$ cat src/ppp_pkg.sv
// Package for the position message parser: queue entry type and wire-format constants.
// No dependencies; imported by the front, back and top-level modules.
`timescale 1ns / 1ps
`default_nettype none

package ppp_pkg;

    // One queued payload byte, already classified by the front part
    typedef struct packed {
        logic [7:0] data;   // raw byte
        logic       cont;   // varint continuation bit (bit 7)
        logic       last;   // final byte of the payload
    } t_q_item;

    // Wire types of the protobuf wire format
    localparam logic [2:0] WIRE_VARINT  = 3'd0;
    localparam logic [2:0] WIRE_FIXED64 = 3'd1;
    localparam logic [2:0] WIRE_LENGTH  = 3'd2;
    localparam logic [2:0] WIRE_FIXED32 = 3'd5;

    // Field numbers kept from fixed32 values
    localparam logic [28:0] FIELD_LAT  = 29'd1;
    localparam logic [28:0] FIELD_LON  = 29'd2;
    localparam logic [28:0] FIELD_TIME = 29'd4;

    // Varint and fixed-width stepping
    localparam logic [5:0]  VARINT_STEP = 6'd7;
    localparam logic [5:0]  FIXED_STEP  = 6'd8;
    localparam logic [5:0]  SHIFT_LIMIT = 6'd32;
    localparam logic [31:0] FIXED32_LEN = 32'd4;
    localparam logic [31:0] FIXED64_LEN = 32'd8;

endpackage

`default_nettype wire

$ cat src/ppp_byte_if.sv
// Byte channel into the position parser: valid/ready handshake with one payload byte.
// No dependencies.
`timescale 1ns / 1ps
`default_nettype none

interface ppp_byte_if;
    logic       valid;
    logic       ready;
    logic [7:0] data_byte;
    logic       last_byte;

    modport source (output valid, output data_byte, output last_byte, input ready);
    modport sink   (input valid, input data_byte, input last_byte, output ready);
endinterface

`default_nettype wire

$ cat src/ppp_res_if.sv
// Result channel out of the position parser: valid/ready handshake with the decoded position.
// No dependencies.
`timescale 1ns / 1ps
`default_nettype none

interface ppp_res_if;
    logic               valid;
    logic               ready;
    logic               ok;
    logic signed [31:0] latitude;
    logic signed [31:0] longitude;
    logic        [31:0] fix_time;

    modport source (output valid, output ok, output latitude, output longitude,
                    output fix_time, input ready);
    modport sink   (input valid, input ok, input latitude, input longitude,
                    input fix_time, output ready);
endinterface

`default_nettype wire

$ cat src/ppp_front.sv
// Front part of the position parser: accepts bytes, classifies them and queues them.
// Depends on ppp_pkg and ppp_byte_if.
`timescale 1ns / 1ps
`default_nettype none

module ppp_front
    import ppp_pkg::*;
#(
    parameter int QUEUE_DEPTH = 4
) (
    input  wire logic i_clk,
    input  wire logic i_rst_n,
    ppp_byte_if.sink  i_in,
    output t_q_item   o_q_item,
    output logic      o_q_valid,
    input  wire logic i_pop
);

    localparam int PTR_W   = (QUEUE_DEPTH > 1) ? $clog2(QUEUE_DEPTH) : 1;
    localparam int COUNT_W = $clog2(QUEUE_DEPTH + 1);

    t_q_item            r_mem [QUEUE_DEPTH];
    logic [PTR_W-1:0]   r_wr_ptr, n_wr_ptr;
    logic [PTR_W-1:0]   r_rd_ptr, n_rd_ptr;
    logic [COUNT_W-1:0] r_count, n_count;
    logic               push;
    t_q_item            in_item;

    // Classify the incoming byte
    always_comb begin
        in_item.data = i_in.data_byte;
        in_item.cont = i_in.data_byte[7];
        in_item.last = i_in.last_byte;
    end

    assign i_in.ready = (r_count != COUNT_W'(QUEUE_DEPTH));
    assign push       = i_in.valid && i_in.ready;
    assign o_q_valid  = (r_count != '0);
    assign o_q_item   = r_mem[r_rd_ptr];

    // Advance pointers and occupancy
    always_comb begin
        n_wr_ptr = r_wr_ptr;
        n_rd_ptr = r_rd_ptr;
        n_count  = r_count;
        if (push) begin
            n_wr_ptr = (r_wr_ptr == PTR_W'(QUEUE_DEPTH - 1)) ? '0 : r_wr_ptr + 1'b1;
        end
        if (i_pop) begin
            n_rd_ptr = (r_rd_ptr == PTR_W'(QUEUE_DEPTH - 1)) ? '0 : r_rd_ptr + 1'b1;
        end
        if (push && !i_pop) begin
            n_count = r_count + 1'b1;
        end else if (!push && i_pop) begin
            n_count = r_count - 1'b1;
        end
    end

    always_ff @(posedge i_clk) begin
        if (!i_rst_n) begin
            r_wr_ptr <= '0;
            r_rd_ptr <= '0;
            r_count  <= '0;
        end else begin
            r_wr_ptr <= n_wr_ptr;
            r_rd_ptr <= n_rd_ptr;
            r_count  <= n_count;
        end
    end

    // Store the transfer in the queue
    always_ff @(posedge i_clk) begin
        if (push) begin
            r_mem[r_wr_ptr] <= in_item;
        end
    end

    a_count_bound: assert property (@(posedge i_clk) disable iff (!i_rst_n)
        r_count <= COUNT_W'(QUEUE_DEPTH))
        else $error("queue occupancy above depth");

    a_no_pop_empty: assert property (@(posedge i_clk) disable iff (!i_rst_n)
        i_pop |-> o_q_valid)
        else $error("pop from an empty queue");

endmodule

`default_nettype wire

$ cat src/ppp_back.sv
// Back part of the position parser, depends on ppp_pkg and ppp_res_if: walks the wire
// format one queued byte per cycle (a last byte waits for the result slot) and registers the result.
`timescale 1ns / 1ps
`default_nettype none

module ppp_back
    import ppp_pkg::*;
(
    input  wire logic i_clk,
    input  wire logic i_rst_n,
    input  wire t_q_item i_q_item,
    input  wire logic i_q_valid,
    output logic      o_pop,
    ppp_res_if.source o_out
);

    typedef enum logic [2:0] {
        PH_TAG  = 3'd0,
        PH_VAL  = 3'd1,
        PH_LEN  = 3'd2,
        PH_FIX  = 3'd3,
        PH_SKIP = 3'd4,
        PH_ERR  = 3'd5
    } t_phase;

    typedef enum logic [1:0] {
        TGT_NONE = 2'd0,
        TGT_LAT  = 2'd1,
        TGT_LON  = 2'd2,
        TGT_TIME = 2'd3
    } t_target;

    t_phase      r_phase, n_phase;
    logic [31:0] r_acc, n_acc;
    logic [5:0]  r_shift, n_shift;
    t_target     r_target, n_target;
    logic [31:0] r_cnt, n_cnt;
    logic [31:0] r_lat, n_lat;
    logic [31:0] r_lon, n_lon;
    logic [31:0] r_time, n_time;
    logic        r_seen_lat, n_seen_lat;
    logic        r_seen_lon, n_seen_lon;
    logic        r_err, n_err;

    logic        r_out_valid;
    logic        r_ok;
    logic [31:0] r_out_lat, r_out_lon, r_out_time;

    logic        out_free;
    logic        finish;
    logic        in_range;
    logic [31:0] v_acc, f_acc;
    logic [5:0]  v_shift;
    logic [31:0] dec_cnt;
    logic        end_err;
    logic        res_ok;

    // Pop when the byte can be consumed; a last byte also needs the result slot
    assign out_free = !r_out_valid || o_out.ready;
    assign o_pop    = i_q_valid && (!i_q_item.last || out_free);
    assign finish   = o_pop && i_q_item.last;

    // Varint and fixed32 accumulation terms
    assign in_range = (r_shift < SHIFT_LIMIT);
    assign v_acc    = in_range ? (r_acc | ({25'd0, i_q_item.data[6:0]} << r_shift[4:0]))
                               : r_acc;
    assign v_shift  = in_range ? r_shift + VARINT_STEP : r_shift;
    assign f_acc    = in_range ? (r_acc | ({24'd0, i_q_item.data} << r_shift[4:0]))
                               : r_acc;
    assign dec_cnt  = r_cnt - 32'd1;

    // Decode one byte
    always_comb begin
        n_phase    = r_phase;
        n_acc      = r_acc;
        n_shift    = r_shift;
        n_target   = r_target;
        n_cnt      = r_cnt;
        n_lat      = r_lat;
        n_lon      = r_lon;
        n_time     = r_time;
        n_seen_lat = r_seen_lat;
        n_seen_lon = r_seen_lon;
        n_err      = r_err;
        if (o_pop) begin
            unique case (r_phase)
                PH_TAG: begin
                    n_acc   = v_acc;
                    n_shift = v_shift;
                    if (!i_q_item.cont) begin
                        n_target = TGT_NONE;
                        n_acc    = '0;
                        n_shift  = '0;
                        unique case (v_acc[2:0])
                            WIRE_VARINT: n_phase = PH_VAL;
                            WIRE_LENGTH: n_phase = PH_LEN;
                            WIRE_FIXED32: begin
                                n_phase = PH_FIX;
                                n_cnt   = FIXED32_LEN;
                                priority if (v_acc[31:3] == FIELD_LAT) begin
                                    n_target = TGT_LAT;
                                end else if (v_acc[31:3] == FIELD_LON) begin
                                    n_target = TGT_LON;
                                end else if (v_acc[31:3] == FIELD_TIME) begin
                                    n_target = TGT_TIME;
                                end else begin
                                    n_target = TGT_NONE;
                                end
                            end
                            WIRE_FIXED64: begin
                                n_phase = PH_SKIP;
                                n_cnt   = FIXED64_LEN;
                            end
                            default: begin
                                // Unsupported wire type: drain until the last byte
                                n_acc   = v_acc;
                                n_shift = v_shift;
                                n_err   = 1'b1;
                                n_phase = PH_ERR;
                            end
                        endcase
                    end
                end
                PH_VAL: begin
                    n_acc   = v_acc;
                    n_shift = v_shift;
                    if (!i_q_item.cont) begin
                        n_phase = PH_TAG;
                        n_acc   = '0;
                        n_shift = '0;
                    end
                end
                PH_LEN: begin
                    n_acc   = v_acc;
                    n_shift = v_shift;
                    if (!i_q_item.cont) begin
                        n_acc   = '0;
                        n_shift = '0;
                        if (v_acc == '0) begin
                            n_phase = PH_TAG;
                        end else begin
                            n_phase = PH_SKIP;
                            n_cnt   = v_acc;
                        end
                    end
                end
                PH_FIX: begin
                    n_acc   = f_acc;
                    n_shift = r_shift + FIXED_STEP;
                    n_cnt   = dec_cnt;
                    if (dec_cnt == '0) begin
                        unique case (r_target)
                            TGT_LAT: begin
                                n_lat      = f_acc;
                                n_seen_lat = 1'b1;
                            end
                            TGT_LON: begin
                                n_lon      = f_acc;
                                n_seen_lon = 1'b1;
                            end
                            TGT_TIME: n_time = f_acc;
                            TGT_NONE: ;
                        endcase
                        n_target = TGT_NONE;
                        n_phase  = PH_TAG;
                        n_acc    = '0;
                        n_shift  = '0;
                    end
                end
                PH_SKIP: begin
                    n_cnt = dec_cnt;
                    if (dec_cnt == '0) begin
                        n_phase = PH_TAG;
                        n_acc   = '0;
                        n_shift = '0;
                    end
                end
                PH_ERR: ;
                default: ;
            endcase
        end
    end

    // Judge the end of the payload in the phase reached
    always_comb begin
        unique case (n_phase)
            PH_TAG:  end_err = (n_shift != '0) &&
                               !((n_acc[2:0] == WIRE_VARINT) || (n_acc[2:0] == WIRE_LENGTH));
            PH_VAL:  end_err = 1'b0;
            PH_LEN:  end_err = (n_acc != '0);
            default: end_err = 1'b1;
        endcase
        res_ok = !(n_err || end_err) && n_seen_lat && n_seen_lon;
    end

    // Hold decoder state; clear it after the last byte
    always_ff @(posedge i_clk) begin
        if (!i_rst_n || finish) begin
            r_phase    <= PH_TAG;
            r_acc      <= '0;
            r_shift    <= '0;
            r_target   <= TGT_NONE;
            r_cnt      <= '0;
            r_lat      <= '0;
            r_lon      <= '0;
            r_time     <= '0;
            r_seen_lat <= 1'b0;
            r_seen_lon <= 1'b0;
            r_err      <= 1'b0;
        end else begin
            r_phase    <= n_phase;
            r_acc      <= n_acc;
            r_shift    <= n_shift;
            r_target   <= n_target;
            r_cnt      <= n_cnt;
            r_lat      <= n_lat;
            r_lon      <= n_lon;
            r_time     <= n_time;
            r_seen_lat <= n_seen_lat;
            r_seen_lon <= n_seen_lon;
            r_err      <= n_err;
        end
    end

    // Result register: load on the last byte, drop once transferred
    always_ff @(posedge i_clk) begin
        if (!i_rst_n) begin
            r_out_valid <= 1'b0;
        end else if (finish) begin
            r_out_valid <= 1'b1;
        end else if (o_out.ready) begin
            r_out_valid <= 1'b0;
        end
    end

    always_ff @(posedge i_clk) begin
        if (finish) begin
            r_ok       <= res_ok;
            r_out_lat  <= res_ok ? n_lat  : '0;
            r_out_lon  <= res_ok ? n_lon  : '0;
            r_out_time <= res_ok ? n_time : '0;
        end
    end

    assign o_out.valid     = r_out_valid;
    assign o_out.ok        = r_ok;
    assign o_out.latitude  = signed'(r_out_lat);
    assign o_out.longitude = signed'(r_out_lon);
    assign o_out.fix_time  = r_out_time;

    a_err_phase: assert property (@(posedge i_clk) disable iff (!i_rst_n)
        (r_phase == PH_ERR) |-> r_err)
        else $error("drain phase without error flag");

    a_clear_after_last: assert property (@(posedge i_clk) disable iff (!i_rst_n)
        finish |=> (r_phase == PH_TAG) && (r_shift == '0) && !r_err &&
                   !r_seen_lat && !r_seen_lon)
        else $error("decoder not cleared after last byte");

    a_bad_result_zero: assert property (@(posedge i_clk) disable iff (!i_rst_n)
        (r_out_valid && !r_ok) |-> (r_out_lat == '0) && (r_out_lon == '0) &&
                                   (r_out_time == '0))
        else $error("failed result carries a position");

    a_last_waits: assert property (@(posedge i_clk) disable iff (!i_rst_n)
        (r_out_valid && !o_out.ready) |-> !finish)
        else $error("result overwritten while stalled");

endmodule

`default_nettype wire

$ cat src/protobuf_position_parser.sv
// Position message parser for the protobuf wire format, one byte per cycle.
// Channels: i_in carries payload bytes (data_byte, last_byte) under valid/ready;
// o_out carries one result per payload (ok, latitude, longitude, fix_time).
// Fixed32 fields 1, 2 and 4 give latitude, longitude and time, the last one wins.
// ok is set when the payload is well formed and both latitude and longitude were
// present; otherwise all three values read as zero.
// Throughput: one byte per cycle, set by the decoder's single-byte step, until a stall holds a last byte.
// The last byte passes through the byte queue (where it waits while an earlier
// result is still held), then loads the result register, which drives o_out.
// Reset (i_rst_n low at a clock edge) empties the queue, clears the decoder and
// drops any pending result.
// When the receiver stalls, the result register holds its value; bytes of the
// next payload keep flowing until its last byte, which waits in the queue until
// the result is taken. i_in.ready drops only when the queue is full.
// Depends on ppp_pkg, ppp_byte_if, ppp_res_if, ppp_front and ppp_back.
`timescale 1ns / 1ps
`default_nettype none

module protobuf_position_parser
    import ppp_pkg::*;
#(
    parameter int QUEUE_DEPTH = 4
) (
    input  wire logic i_clk,
    input  wire logic i_rst_n,
    ppp_byte_if.sink  i_in,
    ppp_res_if.source o_out
);

    t_q_item q_item;
    logic    q_valid;
    logic    q_pop;

    // Accept and queue bytes
    ppp_front #(
        .QUEUE_DEPTH (QUEUE_DEPTH)
    ) u_front (
        .i_clk     (i_clk),
        .i_rst_n   (i_rst_n),
        .i_in      (i_in),
        .o_q_item  (q_item),
        .o_q_valid (q_valid),
        .i_pop     (q_pop)
    );

    // Decode and deliver results
    ppp_back u_back (
        .i_clk     (i_clk),
        .i_rst_n   (i_rst_n),
        .i_q_item  (q_item),
        .i_q_valid (q_valid),
        .o_pop     (q_pop),
        .o_out     (o_out)
    );

endmodule

`default_nettype wire

$ cat src/flat_wrapper.sv
// flat-port wrapper written by rule: the top's interface ports become plain ports
module protobuf_position_parser_flat import ppp_pkg::*;
#(
    parameter int QUEUE_DEPTH = 4
)
  (i_clk, i_rst_n, i_in_valid, i_in_data_byte, i_in_last_byte, i_in_ready, o_out_valid, o_out_ok, o_out_latitude, o_out_longitude, o_out_fix_time, o_out_ready);
  ppp_byte_if i_in_i ();
  ppp_res_if o_out_i ();
  input  wire logic i_clk;
  input  wire logic i_rst_n;
  input wire logic [$bits(i_in_i.valid)-1:0] i_in_valid;
  input wire logic [$bits(i_in_i.data_byte)-1:0] i_in_data_byte;
  input wire logic [$bits(i_in_i.last_byte)-1:0] i_in_last_byte;
  output wire logic [$bits(i_in_i.ready)-1:0] i_in_ready;
  output wire logic [$bits(o_out_i.valid)-1:0] o_out_valid;
  output wire logic [$bits(o_out_i.ok)-1:0] o_out_ok;
  output wire logic [$bits(o_out_i.latitude)-1:0] o_out_latitude;
  output wire logic [$bits(o_out_i.longitude)-1:0] o_out_longitude;
  output wire logic [$bits(o_out_i.fix_time)-1:0] o_out_fix_time;
  input wire logic [$bits(o_out_i.ready)-1:0] o_out_ready;
  assign i_in_i.valid = i_in_valid;
  assign i_in_i.data_byte = i_in_data_byte;
  assign i_in_i.last_byte = i_in_last_byte;
  assign i_in_ready = i_in_i.ready;
  assign o_out_valid = o_out_i.valid;
  assign o_out_ok = o_out_i.ok;
  assign o_out_latitude = o_out_i.latitude;
  assign o_out_longitude = o_out_i.longitude;
  assign o_out_fix_time = o_out_i.fix_time;
  assign o_out_i.ready = o_out_ready;
  protobuf_position_parser #(.QUEUE_DEPTH(QUEUE_DEPTH)) u_core (.i_clk(i_clk), .i_rst_n(i_rst_n), .i_in(i_in_i), .o_out(o_out_i));
endmodule
$ cat config.mk
export PLATFORM = sky130hd
export DESIGN_NAME = protobuf_position_parser_flat
export DESIGN_NICKNAME = d
export VERILOG_FILES = /design/src/ppp_pkg.sv /design/src/ppp_byte_if.sv /design/src/ppp_res_if.sv /design/src/ppp_front.sv /design/src/ppp_back.sv /design/src/protobuf_position_parser.sv /design/src/flat_wrapper.sv
export SDC_FILE = /design/constraint.sdc
export NUM_CORES = 1
export LEC_CHECK = 0
export BUFFER_PORTS_ARGS = -buffer_cell sky130_fd_sc_hd__buf_2
export CORE_MARGIN = 1.5
export CORE_UTILIZATION = 62
export CTS_CLUSTER_SIZE = 25
export DETAILED_ROUTE_END_ITERATION = 8
export PLACE_DENSITY = 0.87
export SYNTH_ARGS = -nofsm -noshare
export SYNTH_HDL_FRONTEND = slang
export SYNTH_SLANG_ARGS = --single-unit
$ cat constraint.sdc
create_clock -name i_clk -period 10.2 [get_ports i_clk]
set_clock_uncertainty 0.15 [all_clocks]
set_input_delay 1.02 -clock i_clk [delete_from_list [all_inputs] [get_ports i_clk]]
set_output_delay 1.02 -clock i_clk [all_outputs]
set_load 0.01 [all_outputs]
; Yosys cells after proc, flatten, opt, wreduce, memory -nomap -nowiden
; Memory sizes are Yosys's and may differ from the RTL's. A register that Yosys moved wholly into a read port is not among the register bits.
; Cells that the tools add are included.
[classes]
addsub = 7
n_lt_le_gt_ge = 1
eq_ne = 24
n_shift = 2
muxes = 72
n_bitwise = 2
n_reduce_logical = 38
[ops]
columns = cell, count
row1 = 32-bit two-way mux, 23
row2 = 32-bit one-hot mux with 4 select lines, 1
row3 = 32-bit one-hot mux with 3 select lines, 1
row4 = 32-bit logical NOT, 2
row5 = 32-bit OR, 2
row6 = 32-bit one-hot mux with 2 select lines, 1
row7 = 6-bit two-way mux, 7
row8 = 32-bit nonzero test, 1
row9 = 7-bit by 5-bit << shifter with 32-bit output, 1
row10 = 8-bit by 5-bit << shifter with 32-bit output, 1
row11 = "32-bit by 1-bit subtractor with 32-bit output, second input constant", 1
row12 = "29-bit by 1-bit == test with 1-bit output, second input constant", 1
row13 = "29-bit by 2-bit == test with 1-bit output, second input constant", 1
row14 = "29-bit by 3-bit == test with 1-bit output, second input constant", 1
row15 = 3-bit two-way mux, 8
row16 = 3-bit one-hot mux with 4 select lines, 2
row17 = 6-bit one-hot mux with 4 select lines, 1
row18 = 2-bit two-way mux, 10
row19 = 1-bit two-way mux, 16
row20 = "3-bit by 2-bit == test with 1-bit output, second input constant", 5
row21 = 3-bit logical NOT, 4
row22 = "3-bit by 1-bit == test with 1-bit output, second input constant", 3
row23 = "2-bit == test, second input constant", 4
row24 = 1-bit logical AND, 8
row25 = 22 further kinds, 41
[totals]
register_bits = 279
mem_bits_rw = 40
out_inout_bits = 99
elab_cells = 166
n_memories = 1
[mem_list]
columns = memory, words, width, rd, rd_clocked_by_memory_dff, wr, line_no
row1 = u_core.u_front.r_mem, 4, 10, 1, 1, 1, ppp_front.sv:22  ; t_q_item r_mem [QUEUE_DEPTH];

; Longest topological paths before layout
[logic_depth]
ltp_word = 18
mapped_depth = 19
depth_no_buf = 13

; Modules after synthesis
; A second synthesis with hierarchy kept.
[unflattened]
cells_unflattened = 1692
area_unflattened_um2 = 15069.5
[modules_own_cells]
columns = mod, n_inst, cells_per_inst, area_each_um2, seq_area_each_um2
row1 = ppp_back, 1, 1595, 13279.0, 6416.2
row2 = ppp_front, 1, 97, 1790.5, 1261.2

; Worst setup path after synthesis
; OpenSTA, ideal clock, no wires.
[synth_path]
kind = register -> register
start = register u_core.u_back.r_cnt[0]
end = register u_core.u_back.r_out_lat[15], in the netlist u_core.u_back.o_out.latitude[15] (data pin)
arrival_ns = 4.516
setup_slack_ns = 5.365
stages_incl_launch_ff = 19
n_path_buf = 5
period_less_slack_ns = 4.835
cell_sequence = dfxtp_1 -> clkbuf_1 -> inv_1 -> ha_1 -> clkbuf_1 -> or4b_2 -> clkbuf_1 -> nor3_1 -> xor2_1 -> or4_4 -> nor4b_2 -> a21oi_1 -> buf_2 -> a221oi_1 -> nand4_1 -> a2111oi_2 -> a31oi_2 -> buf_2 -> nor4b_2
[synth_via]
elab_chain_len = 14
elab_cells_between_ends = 37
[synth_lines]
columns = item, line_no
row1 = from (decl), ppp_back.sv:37  ; logic [31:0] r_cnt, n_cnt;
row2 = from (signal assigned), ppp_back.sv:215  ; r_cnt <= n_cnt;
row3 = 32-bit by 1-bit subtractor with 32-bit output (*), ppp_back.sv:70  ; assign dec_cnt = r_cnt - 32'd1;
row4 = 32-bit logical NOT (*), "ppp_back.sv:151, ppp_back.sv:172"
row5 = "32-bit two-way mux, on equally long branches", "ppp_back.sv:172, ppp_back.sv:151"
row6 = 32-bit one-hot mux with 4 select lines, ppp_back.sv:86  ; unique case (r_phase)
row7 = 32-bit two-way mux, ppp_back.sv:85  ; if (o_pop) begin
row8 = 3-bit by 2-bit == test with 1-bit output / 3-bit logical NOT (equally long branches), ppp_back.sv:188  ; !((n_acc[2:0] == WIRE_VARINT) || (n_acc[2:0] == WIRE_LENGTH));
row9 = 1-bit logical OR, ppp_back.sv:188
row10 = 1-bit logical NOT, ppp_back.sv:188
row11 = 1-bit logical AND, ppp_back.sv:187  ; PH_TAG: end_err = (n_shift != '0) &&
row12 = 1-bit one-hot mux with 3 select lines, ppp_back.sv:186  ; unique case (n_phase)
row13 = 1-bit logical OR, ppp_back.sv:193  ; res_ok = !(n_err || end_err) && n_seen_lat && n_seen_lon;
row14 = 1-bit logical NOT, ppp_back.sv:193
row15 = 1-bit logical AND (2 in series), ppp_back.sv:193
row16 = to (signal assigned), ppp_back.sv:239  ; r_out_lat <= res_ok ? n_lat : '0;
row17 = to (decl), ppp_back.sv:47  ; logic [31:0] r_out_lat, r_out_lon, r_out_time;
; Mark *: on every way between the ends. The rest lies on a longest branch, timed or not.
; A chain may end at the register's enable or synchronous reset.

; Worst setup path after layout
[layout_path]
start = register u_core.u_back.r_cnt[0]
end = register u_core.u_back.r_out_lon[21], in the netlist u_core.u_back.o_out.longitude[21] (data pin)
[layout_via]
elab_chain_len = 14
elab_cells_between_ends = 37
[layout_lines]
columns = item, line_no
row1 = 32-bit by 1-bit subtractor with 32-bit output (*), ppp_back.sv:70
row2 = 32-bit logical NOT (*), "ppp_back.sv:151, ppp_back.sv:172"
row3 = "32-bit two-way mux, on equally long branches", "ppp_back.sv:172, ppp_back.sv:151"
row4 = 32-bit one-hot mux with 4 select lines, ppp_back.sv:86
row5 = 32-bit two-way mux, ppp_back.sv:85
row6 = 3-bit by 2-bit == test with 1-bit output / 3-bit logical NOT (equally long branches), ppp_back.sv:188
row7 = 1-bit logical OR, ppp_back.sv:188
row8 = 1-bit logical NOT, ppp_back.sv:188
row9 = 1-bit logical AND, ppp_back.sv:187
row10 = 1-bit one-hot mux with 3 select lines, ppp_back.sv:186
row11 = 1-bit logical OR, ppp_back.sv:193
row12 = 1-bit logical NOT, ppp_back.sv:193
row13 = 1-bit logical AND (2 in series), ppp_back.sv:193
row14 = to (signal assigned), ppp_back.sv:240  ; r_out_lon <= res_ok ? n_lon : '0;
row15 = to (decl), ppp_back.sv:47
; Marks and branches as above.

==> flow_metrics.tcl <==
set metrics [dict create \
    die_width_um 161 \
    synth_nets 1646 \
    design_area_sq_mm 0.0174 \
    h-tree-depth 2 \
    syn2layout_area_growth_pct 12.9 \
    crit_top_cell "buf_4" \
    power_uw 6220 \
    min_period_ns 6.64 \
    wirelength_mm 50.1 \
    globalplace.congestion 1.02 \
    synth.avg_cell_area_sq_um 9.50 \
    fin_cells 2033 \
    slowest_delay_ns 0.78 \
    min_from "u_core.u_back.r_seen_lat" \
    root_buffer "clkbuf_16" \
    io_pins 112 \
    nFillCells 1787 \
    ys_types 81 \
    grt-ovfl-total 0 \
    nets 1707 \
    critPathMaxFanout 75 \
    power.density_mw_per_mm2 358 \
    worst_slew_pin_slew_ns 1.27 \
    yosysTopAreaCellShare_pct 25.9 \
    placed_cells 1970 \
    drv_slew 0 \
    max_freq_ghz 0.151 \
    hold_end "u_core.u_back.r_seen_lat" \
    status "completed" \
    cap_violations 0 \
    hp-class "flip-flop to flip-flop" \
    irDropWorstVdd_uv 334 \
    synth_compound_area_share_pct 18.9 \
    hold_depth 2 \
    yosys_most_used_dff "dfxtp_1" \
    synth_warnings 0 \
    insertion_delay_ns 0.53 \
    cts_hold_buf 0 \
    routed-via-count 14000 \
    reg2reg_from "u_core.u_back.r_cnt[0]" \
    placed_cell_area_sq_mm 0.0162 \
    finalHoldViolations 0 \
    grt_max_degree 96 \
    hpwlAfterDp_mm 33.2 \
    rows 57 \
    grt_pass1_vias 13000 \
    clkTransAtPathRegs_ns 0.07 \
    cts.sinks 317 \
    die_area_sq_mm 0.0258 \
    cts_buffer_depth 3 \
    final_util_pct 71.4 \
    async_flop_share_pct 0 \
    slew_headroom_pct 15.4 \
    cts-resized-gates 0 \
    arrival_ns 6.80 \
    r2r_cells 15 \
    port_buffers 111 \
    rsz0062_at_grt "no" \
    chipHeight_um 161 \
    synth_fa_ha_area_share_pct 0.941 \
    ys_ff_latch 317 \
    synthMuxAreaShare_pct 4.78 \
    cts_tree "done" \
    synthSimpleGateAreaFrac_pct 21.0 \
    grt_pass1_wl_mm 76.1 \
    synth_cells 1622 \
    floorplan.initialDensity_pct 63.2 \
    core_area_sq_mm 0.0244 \
    numCtsBuffers 34 \
    cp.required_ns 10.36 \
    first_pass_iters 9 \
    antenna_found_initial 0 \
    critPathCaptureType "flip-flop" \
    synth_area_leaders "edfxtp_1 26%, dfxtp_1 24%, nor2_1 6.9%" \
    synth_most_common_cell "nor2_1" \
    finalCritPeriodShare_pct 65.1 \
    layout-drive-gt1-share_pct 17.0 \
    routed_via_density 6.87 \
    critPathTopFamily "simple AND/OR/NAND/NOR gates" \
    drc 0 \
    num_antenna_cells 0 \
    syn_area_sq_mm 0.0154 \
    crit_start "u_core.u_back.r_cnt[0]" \
    synth_top_cell_by_area "edfxtp_1" \
    crit_chain "inv_1 > ha_1 > or4b_2 > nor3_1 > xor2_1 > or4_4 > nor4_4 > nand2_1 > nor4_2 > buf_4 > o221ai_1 > a211oi_1 > nand2_4 > buf_4 > a2111oi_2" \
    setup_viol 0 \
    drt_iter0_markers 1845 \
    p_leak_uw 0.00610 \
    tns_ns 0 \
    ys_seq_area_share_pct 49.8 \
    synth_xor_area_share_pct 0.795 \
    regToRegEndpoint "u_core.u_back.o_out.longitude[21]" \
    cts_setup_buffers 0 \
    synth_top_family_by_area "simple AND/OR/NAND/NOR gates" \
    final_antenna_net_count 0 \
    grt_use_total_pct 38.4 \
    ff2ff_setup_slack_ns 3.56 \
    worst-setup-path-type "flip-flop to flip-flop" \
    synth_edf_count 133 \
    synthTopCellsByCount "283 x nor2_1, 184 x dfxtp_1, 138 x a21oi_1" \
    wl_per_cell_um 24.6 \
    slowest_stage "buf_4" \
    critPathBufInv 3 \
    cp-start-kind "flip-flop" \
]
state kept, by name (all words and copies together) (netlist names), named ones only:
name,cells
u_core.u_back.o_out.ok,1
u_core.u_back.r_lat,32
u_core.u_back.r_phase,3
u_core.u_back.r_lon,32
u_core.u_back.r_err,1
u_core.u_back.r_shift,6
u_core.u_front.r_rd_ptr,2
u_core.u_back.r_seen_lon,1
u_core.u_front.r_count,3
u_core.u_back.o_out.valid,1
u_core.u_back.r_cnt,32
u_core.u_front.r_wr_ptr,2
u_core.u_back.o_out.latitude,32
u_core.u_back.o_out.longitude,32
u_core.u_back.r_acc,32
u_core.u_front.r_mem,36
u_core.u_back.r_target,2
u_core.u_back.r_time,32
u_core.u_back.r_seen_lat,1
u_core.u_back.o_out.fix_time,32
kinds of logic (layout without fill, tap and decap cells):
family / after synthesis / in the layout
simple gates: 656 / 656
compound gates: 421 / 421
flops: 317 / 317
buf+inv: 141 / 228
mux: 62 / 62
xor+xnor: 14 / 14
fa+ha+maj: 11 / 11
worst reg2reg max path: stages (launching register included):
cell	delay, ns
dfxtp_1	0.39
inv_1	0.09
ha_1	0.29
or4b_2	0.70
nor3_1	0.34
xor2_1	0.12
or4_4	0.47
nor4_4	0.45
nand2_1	0.19
nor4_2	0.24
buf_4	0.78
o221ai_1	0.22
a211oi_1	0.52
nand2_4	0.49
buf_4	0.54
a2111oi_2	0.45
worst max-delay path by stage:
stage / endpoint / slack (ns) / depth (start not counted)
CTS: u_core.u_back.o_out.longitude[21] / 3.63 / 15
global route: u_core.u_back.o_out.longitude[30] / 3.10 / 15
floorplan: u_core.u_back.o_out.latitude[15] / 5.36 / 18
detailed placement: u_core.u_back.o_out.longitude[12] / 3.79 / 15
finish: u_core.u_back.o_out.longitude[21] / 3.56 / 15
global placement: u_core.u_back.o_out.longitude[27] / 3.96 / 15
placed cells by master (no fill, tap or decap), types with 17 or more instances in the layout:
cell / instances
a22oi_1: 17
nor2_1: 283
buf_4: 32
edfxtp_1: 133
nor3_1: 88
a221oi_1: 25
nand2_1: 100
clkbuf_16: 35
nor2b_1: 21
nor3_2: 31
nand3_1: 17
nand4_1: 17
o21ai_0: 58
mux2i_1: 50
dfxtp_1: 184
a2111oi_2: 20
a211oi_1: 31
a21oi_1: 137
o22ai_1: 19
buf_2: 111
inv_1: 18
cell type report:
type | count | area [sq um] | area share [%]
well taps | 324 | 405 | 2.33
clock inverters | 22 | 334 | 1.92
multi-input cells | 1164 | 7200 | 41.4
clock buffers | 40 | 895 | 5.14
repair buffers | 144 | 803 | 4.62
inverters | 22 | 85.1 | 0.489
flip-flops and latches | 317 | 7680 | 44.1
where the power goes:
group,leakage (uW),total [uW],internal [uW],switching (uW)
registers,0.00278,1770,1580,194
logic,0.00273,3080,872,2210
clock network,0.000599,1370,839,527
total,0.00610,6220,3290,2930
metal layers:
layer / wire (um) / track usage (%)
met1: 19100 / 49.6
met2: 23300 / 61.7
met3: 4970 / 7.36
met4: 2680 / 19.7
met5: 0 / 0
per-stage QoR:
stage	setup WS, ns	hold slack, ns
floorplan	5.36	0.275
global placement	3.96	0.289
detailed placement	3.79	0.313
CTS	3.63	0.323
global route	3.10	0.347
finish	3.56	0.324
Power figures use the tool's default switching activity.
